===== src/rtl/core/io_wd_pkg.sv =====
// ----------------------------------------------------------------------------
// io_wd_pkg
// Shared types, register indexes and the fixed window table of the
// I/O window decoder.
// ----------------------------------------------------------------------------
package io_wd_pkg;

    localparam int unsigned NUM_LANES = 4;

    // register indexes on the configuration port (paddr[3:2])
    localparam logic [1:0] REG_ALIAS_MASK     = 2'd0;
    localparam logic [1:0] REG_UNMAPPED_VALUE = 2'd1;
    localparam logic [1:0] REG_DEVICE_PRESENT = 2'd2;

    localparam logic [31:0] ALIAS_MASK_RST     = 32'h0001_FFFF;
    localparam logic [7:0]  UNMAPPED_VALUE_RST = 8'h00;
    localparam logic [5:0]  DEVICE_PRESENT_RST = 6'h3F;

    // access sizes
    localparam logic [1:0] SIZE_BYTE = 2'd0;
    localparam logic [1:0] SIZE_HALF = 2'd1;
    localparam logic [1:0] SIZE_LONG = 2'd2;

    // result status codes
    localparam logic [1:0] ST_ROUTED    = 2'd0;
    localparam logic [1:0] ST_UNPOP     = 2'd1;
    localparam logic [1:0] ST_NO_WINDOW = 2'd2;

    // device codes
    localparam logic [2:0] DEV_VIA1   = 3'd0;
    localparam logic [2:0] DEV_VIA2   = 3'd1;
    localparam logic [2:0] DEV_SCC    = 3'd2;
    localparam logic [2:0] DEV_SCSI   = 3'd3;
    localparam logic [2:0] DEV_ASC    = 3'd4;
    localparam logic [2:0] DEV_FLOPPY = 3'd5;

    localparam logic [12:0] SCSI_WRITE_REG = 13'h0201;
    localparam logic [4:0]  WAIT_ESYNC     = 5'd16;
    localparam logic [4:0]  WAIT_IO        = 5'd2;

    typedef enum logic [1:0] {
        XF_PLAIN  = 2'd0,
        XF_MASKA0 = 2'd1,
        XF_FIXED  = 2'd2,
        XF_STRIDE = 2'd3
    } t_xform;

    typedef struct packed {
        logic [2:0] dev;
        logic [4:0] wait_cycles;
        logic       esync;
        t_xform     xform;
    } t_win;

    typedef struct packed {
        logic [31:0] alias_mask;
        logic [7:0]  unmapped_value;
        logic [5:0]  device_present;
    } t_cfg;

    typedef struct packed {
        logic [1:0]  status;
        logic [2:0]  device;
        logic [12:0] sub_offset;
        logic        wr_access;
        logic [7:0]  byte_value;
        logic [4:0]  wait_cycles;
        logic        e_sync;
        logic [2:0]  lane_pad;
        logic [1:0]  lane;
        logic        last;
    } t_res;

    // windows are 8 KiB aligned below 0x18000; index is {off[16], off[14:13]}
    function automatic t_win win_lookup(input logic [2:0] idx);
        t_win w;
        unique case (idx)
            3'd0:    w = '{DEV_VIA1,   WAIT_ESYNC, 1'b1, XF_MASKA0};
            3'd1:    w = '{DEV_VIA2,   WAIT_ESYNC, 1'b1, XF_MASKA0};
            3'd2:    w = '{DEV_SCC,    WAIT_IO,    1'b0, XF_PLAIN};
            3'd3:    w = '{DEV_SCSI,   WAIT_IO,    1'b0, XF_FIXED};
            3'd4:    w = '{DEV_SCSI,   WAIT_IO,    1'b0, XF_PLAIN};
            3'd5:    w = '{DEV_SCSI,   WAIT_IO,    1'b0, XF_FIXED};
            3'd6:    w = '{DEV_ASC,    WAIT_IO,    1'b0, XF_PLAIN};
            default: w = '{DEV_FLOPPY, WAIT_IO,    1'b0, XF_STRIDE};
        endcase
        return w;
    endfunction

endpackage


===== src/rtl/core/io_wd_if.sv =====
// ----------------------------------------------------------------------------
// io_wd_req_if / io_wd_res_if
// Valid/ready channels for bus access requests and byte results.
// ----------------------------------------------------------------------------
interface io_wd_req_if;
    logic        valid;
    logic        ready;
    logic        func;
    logic [31:0] address;
    logic [1:0]  access_size;
    logic [31:0] write_data;

    modport source (output valid, func, address, access_size, write_data, input ready);
    modport sink   (input valid, func, address, access_size, write_data, output ready);
endinterface

interface io_wd_res_if;
    logic        valid;
    logic        ready;
    logic [1:0]  status;
    logic [2:0]  device;
    logic [12:0] sub_offset;
    logic        wr_access;
    logic [7:0]  byte_value;
    logic [4:0]  wait_cycles;
    logic        e_sync;
    logic [1:0]  lane;
    logic        last;

    modport source (output valid, status, device, sub_offset, wr_access, byte_value,
                    wait_cycles, e_sync, lane, last, input ready);
    modport sink   (input valid, status, device, sub_offset, wr_access, byte_value,
                    wait_cycles, e_sync, lane, last, output ready);
endinterface


===== src/rtl/core/io_window_decoder.sv =====
// ----------------------------------------------------------------------------
// io_window_decoder
// A request passes the input request register, then the merge result buffer.
// Throughput: one result per cycle while o_res.ready is high; an access
// issues 1, 2 or 4 results (byte, halfword, longword) through the single
// result issue port. Four decode lanes run in parallel, so a following
// access waits only on the issue of the current one.
// Reset: synchronous active low; only control and config registers reset.
// ----------------------------------------------------------------------------
module io_window_decoder (
    input  logic              i_clk,
    input  logic              i_rst_n,
    io_wd_req_if.sink         i_req,
    io_wd_res_if.source       o_res,
    input  logic              psel,
    input  logic              penable,
    input  logic              pwrite,
    input  logic [3:0]        paddr,
    input  logic [31:0]       pwdata,
    output logic [31:0]       prdata,
    output logic              pready
);
    import io_wd_pkg::*;

    t_cfg        r_cfg;
    logic        r_in_valid;
    logic        r_func;
    logic [31:0] r_address;
    logic [1:0]  r_access_size;
    logic [31:0] r_write_data;
    t_res        lane_res [NUM_LANES];
    t_res        res;
    logic        free;
    logic        load;
    logic        accept;
    logic        cfg_wr;

    // configuration port
    assign pready = 1'b1;
    assign cfg_wr = psel && penable && pwrite;

    always_ff @(posedge i_clk) begin
        if (!i_rst_n) begin
            r_cfg.alias_mask     <= ALIAS_MASK_RST;
            r_cfg.unmapped_value <= UNMAPPED_VALUE_RST;
            r_cfg.device_present <= DEVICE_PRESENT_RST;
        end else if (cfg_wr) begin
            unique case (paddr[3:2])
                REG_ALIAS_MASK:     r_cfg.alias_mask     <= pwdata;
                REG_UNMAPPED_VALUE: r_cfg.unmapped_value <= pwdata[7:0];
                REG_DEVICE_PRESENT: r_cfg.device_present <= pwdata[5:0];
                default: ;
            endcase
        end
    end

    always_comb begin
        unique case (paddr[3:2])
            REG_ALIAS_MASK:     prdata = r_cfg.alias_mask;
            REG_UNMAPPED_VALUE: prdata = {24'd0, r_cfg.unmapped_value};
            REG_DEVICE_PRESENT: prdata = {26'd0, r_cfg.device_present};
            default:            prdata = 32'd0;
        endcase
    end

    // input request register
    assign i_req.ready = !r_in_valid || free;
    assign accept      = i_req.valid && i_req.ready;
    assign load        = r_in_valid && free;

    always_ff @(posedge i_clk) begin
        if (!i_rst_n) begin
            r_in_valid <= 1'b0;
        end else if (accept) begin
            r_in_valid <= 1'b1;
        end else if (load) begin
            r_in_valid <= 1'b0;
        end
    end

    always_ff @(posedge i_clk) begin
        if (accept) begin
            r_func        <= i_req.func;
            r_address     <= i_req.address;
            r_access_size <= i_req.access_size;
            r_write_data  <= i_req.write_data;
        end
    end

    // decode lanes, one per byte of a longword
    for (genvar g = 0; g < NUM_LANES; g++) begin : g_lane
        io_wd_lane u_lane (
            .i_lane        (2'(g)),
            .i_func        (r_func),
            .i_address     (r_address),
            .i_access_size (r_access_size),
            .i_write_data  (r_write_data),
            .i_cfg         (r_cfg),
            .o_res         (lane_res[g])
        );
    end

    // merge and issue
    io_wd_merge u_merge (
        .i_clk   (i_clk),
        .i_rst_n (i_rst_n),
        .i_load  (load),
        .i_lanes (lane_res),
        .o_free  (free),
        .o_valid (o_res.valid),
        .i_ready (o_res.ready),
        .o_res   (res)
    );

    assign o_res.status      = res.status;
    assign o_res.device      = res.device;
    assign o_res.sub_offset  = res.sub_offset;
    assign o_res.wr_access   = res.wr_access;
    assign o_res.byte_value  = res.byte_value;
    assign o_res.wait_cycles = res.wait_cycles;
    assign o_res.e_sync      = res.e_sync;
    assign o_res.lane        = res.lane;
    assign o_res.last        = res.last;

endmodule


===== src/rtl/core/io_wd_lane.sv =====
// ----------------------------------------------------------------------------
// io_wd_lane
// Decodes one byte of an access: address offset, alias mask, window
// match and sub-register transform.
// ----------------------------------------------------------------------------
module io_wd_lane (
    input  logic                [1:0]  i_lane,
    input  logic                       i_func,
    input  logic                [31:0] i_address,
    input  logic                [1:0]  i_access_size,
    input  logic                [31:0] i_write_data,
    input  io_wd_pkg::t_cfg            i_cfg,
    output io_wd_pkg::t_res            o_res
);
    import io_wd_pkg::*;

    logic [31:0] byte_addr;
    logic [31:0] off;
    logic        hit;
    t_win        win;
    logic        present;
    logic [7:0]  data_byte;
    logic [12:0] rel;
    logic [12:0] sub;

    // byte address and alias mask, wrapping past the top
    assign byte_addr = i_address + {30'd0, i_lane};
    assign off       = byte_addr & i_cfg.alias_mask;

    // windows cover 0x00000-0x07fff and 0x10000-0x17fff
    assign hit     = (off[31:17] == 15'd0) && !off[15];
    assign win     = win_lookup({off[16], off[14:13]});
    assign present = i_cfg.device_present[win.dev];
    assign rel     = off[12:0];

    // big-endian byte pick from right-aligned write data
    always_comb begin
        case (i_access_size)
            SIZE_BYTE: data_byte = i_write_data[7:0];
            SIZE_HALF: data_byte = i_lane[0] ? i_write_data[7:0] : i_write_data[15:8];
            default: begin
                case (i_lane)
                    2'd0:    data_byte = i_write_data[31:24];
                    2'd1:    data_byte = i_write_data[23:16];
                    2'd2:    data_byte = i_write_data[15:8];
                    default: data_byte = i_write_data[7:0];
                endcase
            end
        endcase
    end

    // sub-register transform
    always_comb begin
        case (win.xform)
            XF_MASKA0: sub = {rel[12:1], 1'b0};
            XF_FIXED:  sub = i_func ? SCSI_WRITE_REG : 13'd0;
            XF_STRIDE: sub = {9'd0, rel[12:9]};
            default:   sub = rel;
        endcase
    end

    // assemble the result
    always_comb begin
        o_res           = '0;
        o_res.wr_access = i_func;
        o_res.lane      = i_lane;
        case (i_access_size)
            SIZE_BYTE: o_res.last = (i_lane == 2'd0);
            SIZE_HALF: o_res.last = (i_lane == 2'd1);
            default:   o_res.last = (i_lane == 2'd3);
        endcase
        if (!hit) begin
            o_res.status     = ST_NO_WINDOW;
            o_res.byte_value = i_func ? data_byte : i_cfg.unmapped_value;
        end else begin
            o_res.status      = present ? ST_ROUTED : ST_UNPOP;
            o_res.device      = win.dev;
            o_res.sub_offset  = sub;
            o_res.wait_cycles = win.esync ? 5'd0 : win.wait_cycles;
            o_res.e_sync      = win.esync;
            if (i_func) begin
                o_res.byte_value = data_byte;
            end else begin
                o_res.byte_value = present ? 8'd0 : i_cfg.unmapped_value;
            end
        end
    end

endmodule


===== src/rtl/core/io_wd_merge.sv =====
// ----------------------------------------------------------------------------
// io_wd_merge
// Holds the lane results of one access and issues them one per cycle while
// i_ready is high, lane 0 first, up to the lane marked last.
// ----------------------------------------------------------------------------
module io_wd_merge (
    input  logic                  i_clk,
    input  logic                  i_rst_n,
    input  logic                  i_load,
    input  io_wd_pkg::t_res       i_lanes [io_wd_pkg::NUM_LANES],
    output logic                  o_free,
    output logic                  o_valid,
    input  logic                  i_ready,
    output io_wd_pkg::t_res       o_res
);
    import io_wd_pkg::*;

    t_res       r_buf [NUM_LANES];
    logic       r_valid;
    logic [1:0] r_idx;
    logic       fire;

    assign o_res   = r_buf[r_idx];
    assign o_valid = r_valid;
    assign fire    = r_valid && i_ready;
    assign o_free  = !r_valid || (fire && o_res.last);

    // result buffer, loaded whole from the lanes
    always_ff @(posedge i_clk) begin
        if (i_load) begin
            r_buf <= i_lanes;
        end
    end

    // issue pointer
    always_ff @(posedge i_clk) begin
        if (!i_rst_n) begin
            r_valid <= 1'b0;
            r_idx   <= 2'd0;
        end else if (i_load) begin
            r_valid <= 1'b1;
            r_idx   <= 2'd0;
        end else if (fire && o_res.last) begin
            r_valid <= 1'b0;
        end else if (fire) begin
            r_idx <= r_idx + 2'd1;
        end
    end

endmodule


===== src/flat_wrapper.sv =====
// flat-port wrapper written by rule: the top's interface ports become plain ports
module io_window_decoder_flat import io_wd_pkg::*;
  (i_clk, i_rst_n, psel, penable, pwrite, paddr, pwdata, prdata, pready, i_req_valid, i_req_func, i_req_address, i_req_access_size, i_req_write_data, i_req_ready, o_res_valid, o_res_status, o_res_device, o_res_sub_offset, o_res_wr_access, o_res_byte_value, o_res_wait_cycles, o_res_e_sync, o_res_lane, o_res_last, o_res_ready);
  io_wd_req_if i_req_i ();
  io_wd_res_if o_res_i ();
  input  logic i_clk;
  input  logic i_rst_n;
  input  logic psel;
  input  logic penable;
  input  logic pwrite;
  input  logic [3:0] paddr;
  input  logic [31:0] pwdata;
  output logic [31:0] prdata;
  output logic pready;
  input wire logic [$bits(i_req_i.valid)-1:0] i_req_valid;
  input wire logic [$bits(i_req_i.func)-1:0] i_req_func;
  input wire logic [$bits(i_req_i.address)-1:0] i_req_address;
  input wire logic [$bits(i_req_i.access_size)-1:0] i_req_access_size;
  input wire logic [$bits(i_req_i.write_data)-1:0] i_req_write_data;
  output wire logic [$bits(i_req_i.ready)-1:0] i_req_ready;
  output wire logic [$bits(o_res_i.valid)-1:0] o_res_valid;
  output wire logic [$bits(o_res_i.status)-1:0] o_res_status;
  output wire logic [$bits(o_res_i.device)-1:0] o_res_device;
  output wire logic [$bits(o_res_i.sub_offset)-1:0] o_res_sub_offset;
  output wire logic [$bits(o_res_i.wr_access)-1:0] o_res_wr_access;
  output wire logic [$bits(o_res_i.byte_value)-1:0] o_res_byte_value;
  output wire logic [$bits(o_res_i.wait_cycles)-1:0] o_res_wait_cycles;
  output wire logic [$bits(o_res_i.e_sync)-1:0] o_res_e_sync;
  output wire logic [$bits(o_res_i.lane)-1:0] o_res_lane;
  output wire logic [$bits(o_res_i.last)-1:0] o_res_last;
  input wire logic [$bits(o_res_i.ready)-1:0] o_res_ready;
  assign i_req_i.valid = i_req_valid;
  assign i_req_i.func = i_req_func;
  assign i_req_i.address = i_req_address;
  assign i_req_i.access_size = i_req_access_size;
  assign i_req_i.write_data = i_req_write_data;
  assign i_req_ready = i_req_i.ready;
  assign o_res_valid = o_res_i.valid;
  assign o_res_status = o_res_i.status;
  assign o_res_device = o_res_i.device;
  assign o_res_sub_offset = o_res_i.sub_offset;
  assign o_res_wr_access = o_res_i.wr_access;
  assign o_res_byte_value = o_res_i.byte_value;
  assign o_res_wait_cycles = o_res_i.wait_cycles;
  assign o_res_e_sync = o_res_i.e_sync;
  assign o_res_lane = o_res_i.lane;
  assign o_res_last = o_res_i.last;
  assign o_res_i.ready = o_res_ready;
  io_window_decoder u_core (.i_clk(i_clk), .i_rst_n(i_rst_n), .i_req(i_req_i), .o_res(o_res_i), .psel(psel), .penable(penable), .pwrite(pwrite), .paddr(paddr), .pwdata(pwdata), .prdata(prdata), .pready(pready));
endmodule

===== config.mk =====
export PLATFORM = sky130hd
export DESIGN_NAME = io_window_decoder_flat
export DESIGN_NICKNAME = d
export VERILOG_FILES = /design/src/rtl/core/io_wd_pkg.sv /design/src/rtl/core/io_wd_if.sv /design/src/rtl/core/io_window_decoder.sv /design/src/rtl/core/io_wd_lane.sv /design/src/rtl/core/io_wd_merge.sv /design/src/flat_wrapper.sv
export SDC_FILE = /design/constraint.sdc
export NUM_CORES = 1
export LEC_CHECK = 0
export BUFFER_PORTS_ARGS = -buffer_cell sky130_fd_sc_hd__buf_2
export CORE_MARGIN = 10
export CORE_UTILIZATION = 42
export DETAILED_ROUTE_END_ITERATION = 8
export PLACE_DENSITY_LB_ADDON = 0.12
export SKIP_LAST_GASP = 1
export SYNTH_ARGS = -nofsm -noshare
export SYNTH_HDL_FRONTEND = slang
export SYNTH_SLANG_ARGS = --single-unit

===== constraint.sdc =====
create_clock -name i_clk -period 7.7 [get_ports i_clk]
set_input_delay 0.77 -clock i_clk [delete_from_list [all_inputs] [get_ports i_clk]]
set_output_delay 0.77 -clock i_clk [all_outputs]
set_load 0.02 [all_outputs]

Word-level counts from Yosys, hierarchy flattened
Cells that the tools add are included.
{"block": "word_totals", "ff_bits": 249, "input_bits": 110, "output_inout_bits": 71, "word_cells": 192}
{"block": "op_classes", "n_addsub": 4, "magnitude_cmp": 5, "eq_ne": 39, "n_mux": 51, "bitwise_logic": 11, "n_reduce_logical": 44}
{"operator": "11-bit case mux with 6 select lines", "n": 4}
{"operator": "13-bit case mux with 3 select lines", "n": 4}
{"operator": "8-bit 2-to-1 mux", "n": 18}
{"operator": "32-bit bitwise AND", "n": 4}
{"operator": "32-bit case mux with 3 select lines", "n": 1}
{"operator": "39-bit binary-select mux with 2-bit select", "n": 1}
{"operator": "39-bit 2-to-1 mux", "n": 2}
{"operator": "32-bit by 2-bit adder with 32-bit output (second input constant)", "n": 2}
{"operator": "15-bit zero test", "n": 4}
{"operator": "3-bit equality test (second input constant)", "n": 12}
{"operator": "32-bit by 1-bit adder with 32-bit output (second input constant)", "n": 1}
{"operator": "3-bit by 2-bit equality test with 1-bit output (second input constant)", "n": 8}
{"operator": "2-bit OR reduction", "n": 10}
{"operator": "2-bit equality test (second input constant)", "n": 9}
{"operator": "3-bit by 4-bit < comparator with 1-bit output (second input constant)", "n": 4}
{"operator": "8-bit case mux with 2 select lines", "n": 1}
{"operator": "1-bit 2-to-1 mux", "n": 15}
{"operator": "1-bit binary-select mux with 3-bit select", "n": 4}
{"operator": "2-bit by 1-bit equality test with 1-bit output (second input constant)", "n": 6}
{"operator": "3-bit by 1-bit equality test with 1-bit output (second input constant)", "n": 4}
{"operator": "3-bit zero test", "n": 4}
{"operator": "1-bit logical AND", "n": 10}
{"operator": "10-bit 2-to-1 mux", "n": 1}
{"operator": "2-bit AND reduction", "n": 4}
{"operator": "8 further kinds", "n": 21}

Depth between registers and ports, before layout
{"block": "depth", "ltp_word": 10, "mapped_depth": 12, "mapped_depth_nobuf": 11}

Modules after synthesis
Synthesis repeated with hierarchy kept, for this count alone.
{"block": "unflattened", "hier_cells": 1589, "hier_area_um2": 16893.7}
{"module": "io_wd_lane", "instances": 4, "cells_per_inst": 260, "area_each_um2": 1696.6, "seq_area_each_um2": 0.0}
{"module": "io_wd_merge", "instances": 1, "cells_per_inst": 222, "area_each_um2": 5740.5, "seq_area_each_um2": 4744.6}
{"module": "io_window_decoder", "instances": 1, "cells_per_inst": 327, "area_each_um2": 4366.7, "seq_area_each_um2": 2952.8}

Least setup slack after synthesis
No wires, ideal clock.
{"block": "synth_timing", "kind": "reg2reg", "from": "register u_core.u_merge.r_idx[0]", "to": "register u_core.u_merge.r_buf[0] (netlist bit) (enable)", "arrival_ns": 6.524, "slack_ns": 0.562, "path_stages_with_launch": 5, "n_path_buf": 1, "cell_sequence": "dfxtp_1 clkbuf_1 a22o_1 a21oi_1 nor2b_1"}
{"block": "synth_between", "elab_chain_cells": 7}
{"element": "start, declared", "line": "io_wd_merge.sv:20", "rtl": "logic [1:0] r_idx;"}
{"element": "start signal, assigned", "line": "io_wd_merge.sv:46", "rtl": "r_idx <= r_idx + 2'd1;"}
{"element": "2-bit inverter with 3-bit output (implied by the code)", "line": "io_wd_merge.sv:23", "rtl": "assign o_res = r_buf[r_idx];"}
{"element": "39-bit binary-select mux with 2-bit select", "line": "io_wd_merge.sv:23"}
{"element": "39-bit 2-to-1 mux (implied by the code) (2 in series)", "line": "io_wd_merge.sv:23"}
{"element": "net o_res_last", "line": "flat_wrapper.sv:30", "rtl": "output wire logic [$bits(o_res_i.last)-1:0] o_res_last;"}
{"element": "1-bit logical AND", "line": "io_wd_merge.sv:26", "rtl": "assign o_free = !r_valid || (fire && o_res.last);"}
{"element": "1-bit logical OR", "line": "io_wd_merge.sv:26"}
{"element": "1-bit logical AND", "line": "io_window_decoder.sv:69", "rtl": "assign load = r_in_valid && free;"}
{"element": "net u_core.load", "line": "io_window_decoder.sv:34", "rtl": "logic load;"}
{"element": "end signal, assigned", "line": "io_wd_merge.sv:31", "rtl": "r_buf <= i_lanes;"}
{"element": "end, declared", "line": "io_wd_merge.sv:18", "rtl": "t_res r_buf [NUM_LANES];"}
The timed path passes the listed nets, and every way through them passes these cells. The select of a mux whose other input is x is not followed.
A chain may end at the register's enable or synchronous reset.

==> impl_metrics.tcl <==
set metrics [dict create \
    hold_path_class "in2reg" \
    reg2regPathDepth 9 \
    postSynthCellCount 1194 \
    dpl_worst_slack_ns 2.82 \
    viasPerCell 5.57 \
    grt_antenna_before_repair 6 \
    synth_edf_count 187 \
    worst_setup_path_end_kind "register" \
    synth-simple-area-share_pct 20.2 \
    final.setup.worst_slack_ns 2.69 \
    clkLatencyLatePin_ns 0.54 \
    maxCapViolCount 0 \
    cts_buffers 26 \
    fin_worst_hold_slack_ns 0.409 \
    top_signal_layer_used "met5" \
    die-area_sq_mm 0.0377 \
    timing.final.setup_violations 0 \
    vdd_drop_max_mv 0.186 \
    timing_max_transition_violations_final 0 \
    synth_seq_cells 237 \
    clk_pin_slew_ns 0.06 \
    ys.flop_type "sky130_fd_sc_hd__edfxtp_1" \
    worstHoldStart "i_req_write_data[26]" \
    synth_cell_type_count 67 \
    finalPower_mw 3.02 \
    synth_compound_gate_area_share_pct 9.25 \
    synth_top_family_by_area "simple AND/OR/NAND/NOR gates" \
    layout.cell_area.non_filler_sq_mm 0.0147 \
    cts.htree.levels 1 \
    yosys.area.top_type_share_pct 44.0 \
    clk_root_buffer_cell "sky130_fd_sc_hd__clkbuf_16" \
    setup_repair_after_global_routing_missed_its_margin "false" \
    power_density_mw_per_mm2 206 \
    worst_path_dominant_cell_family "compound AO/OA/AOI/OAI gates" \
    finalWirelength_mm 38.5 \
    worst_ep_arrival_time_ns 5.25 \
    synth_most_common_cell "sky130_fd_sc_hd__nand2_1" \
    core_area_sq_mm 0.0298 \
    tritoncts "built" \
    die_height_um 194 \
    post-route-period-util_pct 65.0 \
    cts_buffer_depth 3 \
    area_growth_pct 15.1 \
    netlist_top_cells_area "sky130_fd_sc_hd__edfxtp_1 (44%), sky130_fd_sc_hd__dfxtp_1 (7.8%), sky130_fd_sc_hd__nand2_1 (5.8%), sky130_fd_sc_hd__mux4_2 (5.1%), sky130_fd_sc_hd__mux2i_1 (4.4%)" \
    final.fill_count 2768 \
    drt_drc_violations_left 0 \
    met3_wirelength_mm 2.88 \
    worst_hold_path_depth 1 \
    design.final.nets 1446 \
    route.antenna.remaining_nets 0 \
    layout.cells.non_filler 1743 \
    dominant_cell_type_by_area_after_synthesis "sky130_fd_sc_hd__edfxtp_1" \
    syn_area_per_cell_sq_um 10.7 \
    wire_per_inst_um 22.1 \
    worst_reg2reg_endpoint "u_core.u_merge.r_buf[14]" \
    tritoncts_num_sinks 237 \
    port_buffers 174 \
    placementRows 63 \
    io_pins 181 \
    yosys-mux-area-fraction_pct 11.4 \
    postPlaceCellArea_sq_mm 0.0139 \
    syn_area_sq_mm 0.0128 \
    grt_overflow_total 0 \
    yosysWarnings 0 \
    critPathMaxStageDelay_ns 0.85 \
    slowest_stage "sky130_fd_sc_hd__or4_1" \
    max_freq_ghz 0.200 \
    postCtsHoldBufs 0 \
    postCtsSetupRepairBufs 0 \
    hold_path_end "u_core.r_write_data[26]" \
    first_pass_grt_wire_length_mm 59.2 \
    numPlacedInstances 1694 \
    worstPathRequired_ns 7.95 \
    fin_setup_tns_ns 0 \
    met1Wirelength_mm 17.3 \
    max_slew_margin_pct 18.4 \
    status "completed" \
    via_count 9714 \
    grt_max_degree 82 \
    synth.yosys.seq_area_share_pct 51.9 \
    die_width_um 194 \
    finalHoldViolations 0 \
    post-route-util_pct 49.3 \
    async_flop_share_pct 0 \
    crit_path_start_kind "register" \
    cp_num_cells 9 \
    gp_congestion 0.942 \
    timing.reg2reg.setup_slack_ns 2.69 \
    post_synthesis_adder_cell_area_fraction_pct 0.392 \
    synth_commonest_cells "sky130_fd_sc_hd__nand2_1 (196), sky130_fd_sc_hd__edfxtp_1 (187), sky130_fd_sc_hd__nor2_1 (83), sky130_fd_sc_hd__mux2i_1 (56), sky130_fd_sc_hd__dfxtp_1 (50)" \
    critPathLaunch "u_core.r_address[6]" \
    synth-xor-area-share_pct 3.57 \
    crit_path_max_fanout 13 \
    ctsResizeCount 0 \
    timing.critical_path.cells "nand4_1, or4_1, o31ai_1, a21boi_0, a2111oi_0, and4_1, inv_1, a211oi_2, a21oi_1" \
    vias_in_the_first_global_route 9842 \
    final.setup_skew_ns 0.0173 \
    grt_use_total_pct 19.7 \
    final_layout_size_suffix_gt1_share_pct 21.8 \
    initial_core_util_pct 42.8 \
    drt-initial-drc-count 868 \
    met2_wirelength_mm 17.5 \
    sum_of_buffers_and_inverters_on_the_critical_path 1 \
    final_hpwl_dp_mm 28.4 \
    timing.rr.start "u_core.r_address[6]" \
    drt_pass1_iterations 5 \
    worst_slew_pin_slew_ns 1.21 \
    crit_path_kind "reg2reg" \
    leakagePower_nw 5.49 \
    timing.final.crit_period_ns 5.01 \
]
[how the worst max path moves through the flow]
stage                                           to  slack, ns
after floorplan            u_core.u_merge.r_buf[0]       0.56
after global placement    u_core.u_merge.r_buf[19]       2.93
after detailed placement  u_core.u_merge.r_buf[17]       2.82
after CTS                 u_core.u_merge.r_buf[17]       2.80
after global routing      u_core.u_merge.r_buf[13]       2.50
final                     u_core.u_merge.r_buf[14]       2.69
[layout make-up]
cell class / count / area [sq um] / area share, %
diodes: 2 / 5.00 / 0.0341
clock inverters: 10 / 87.6 / 0.597
inverters: 15 / 56.3 / 0.384
clock buffers: 37 / 702 / 4.78
well taps: 390 / 488 / 3.32
repair buffers: 187 / 968 / 6.60
multi-input cells: 865 / 5760 / 39.2
flip-flops and latches: 237 / 6620 / 45.1
[cells by family after synthesis]
family                   after synthesis
XOR/XNOR                              52
AND/OR/NAND/NOR                      517
AO/OA/AOI/OAI                        178
multiplexers                         106
other                                  2
buffers and inverters                 98
adder cells (fa/ha/maj)                4
flip-flops                           237
[placed cells by master (no fill, tap or decap), types with 19 or more instances in the layout]
master                      count
sky130_fd_sc_hd__dfxtp_1       49
sky130_fd_sc_hd__nor3_1        32
sky130_fd_sc_hd__clkbuf_16     26
sky130_fd_sc_hd__buf_2        174
sky130_fd_sc_hd__nor2_1        83
sky130_fd_sc_hd__xor2_1        30
sky130_fd_sc_hd__mux2i_1       56
sky130_fd_sc_hd__edfxtp_1     187
sky130_fd_sc_hd__mux4_2        29
sky130_fd_sc_hd__and2_1        31
sky130_fd_sc_hd__mux2_2        21
sky130_fd_sc_hd__a21boi_0      25
sky130_fd_sc_hd__nand2_1      196
sky130_fd_sc_hd__o21ai_0       42
sky130_fd_sc_hd__nand3_1       37
sky130_fd_sc_hd__xnor2_1       22
sky130_fd_sc_hd__a21oi_1       46
sky130_fd_sc_hd__nor2b_1       19
sky130_fd_sc_hd__nand4_1       22
[flip-flops by register name (all words and copies together) (netlist names)]
| name | flops |
|---|---|
| u_core.r_access_size | 2 |
| u_core.r_address | 32 |
| u_core.r_cfg | 46 |
| u_core.r_func | 1 |
| u_core.r_in_valid | 1 |
| u_core.r_write_data | 32 |
| u_core.u_merge.o_valid | 1 |
| u_core.u_merge.r_buf | 120 |
| u_core.u_merge.r_idx | 2 |
[power breakdown]
group          leakage (nW)  internal, mW  switching [mW]  total (mW)
registers              2.21          1.46          0.0518        1.51
clock network         0.379         0.667           0.492        1.16
logic                  2.89         0.132           0.222       0.353
[routing by layer]
metal	vias to the layer above	global-route usage, %
met5	-	0
met4	8	5.28
met3	57	4.03
met2	381	30.6
met1	4620	27.4
li1	4648	-
No activity file was read; power rests on OpenSTA's default activity.
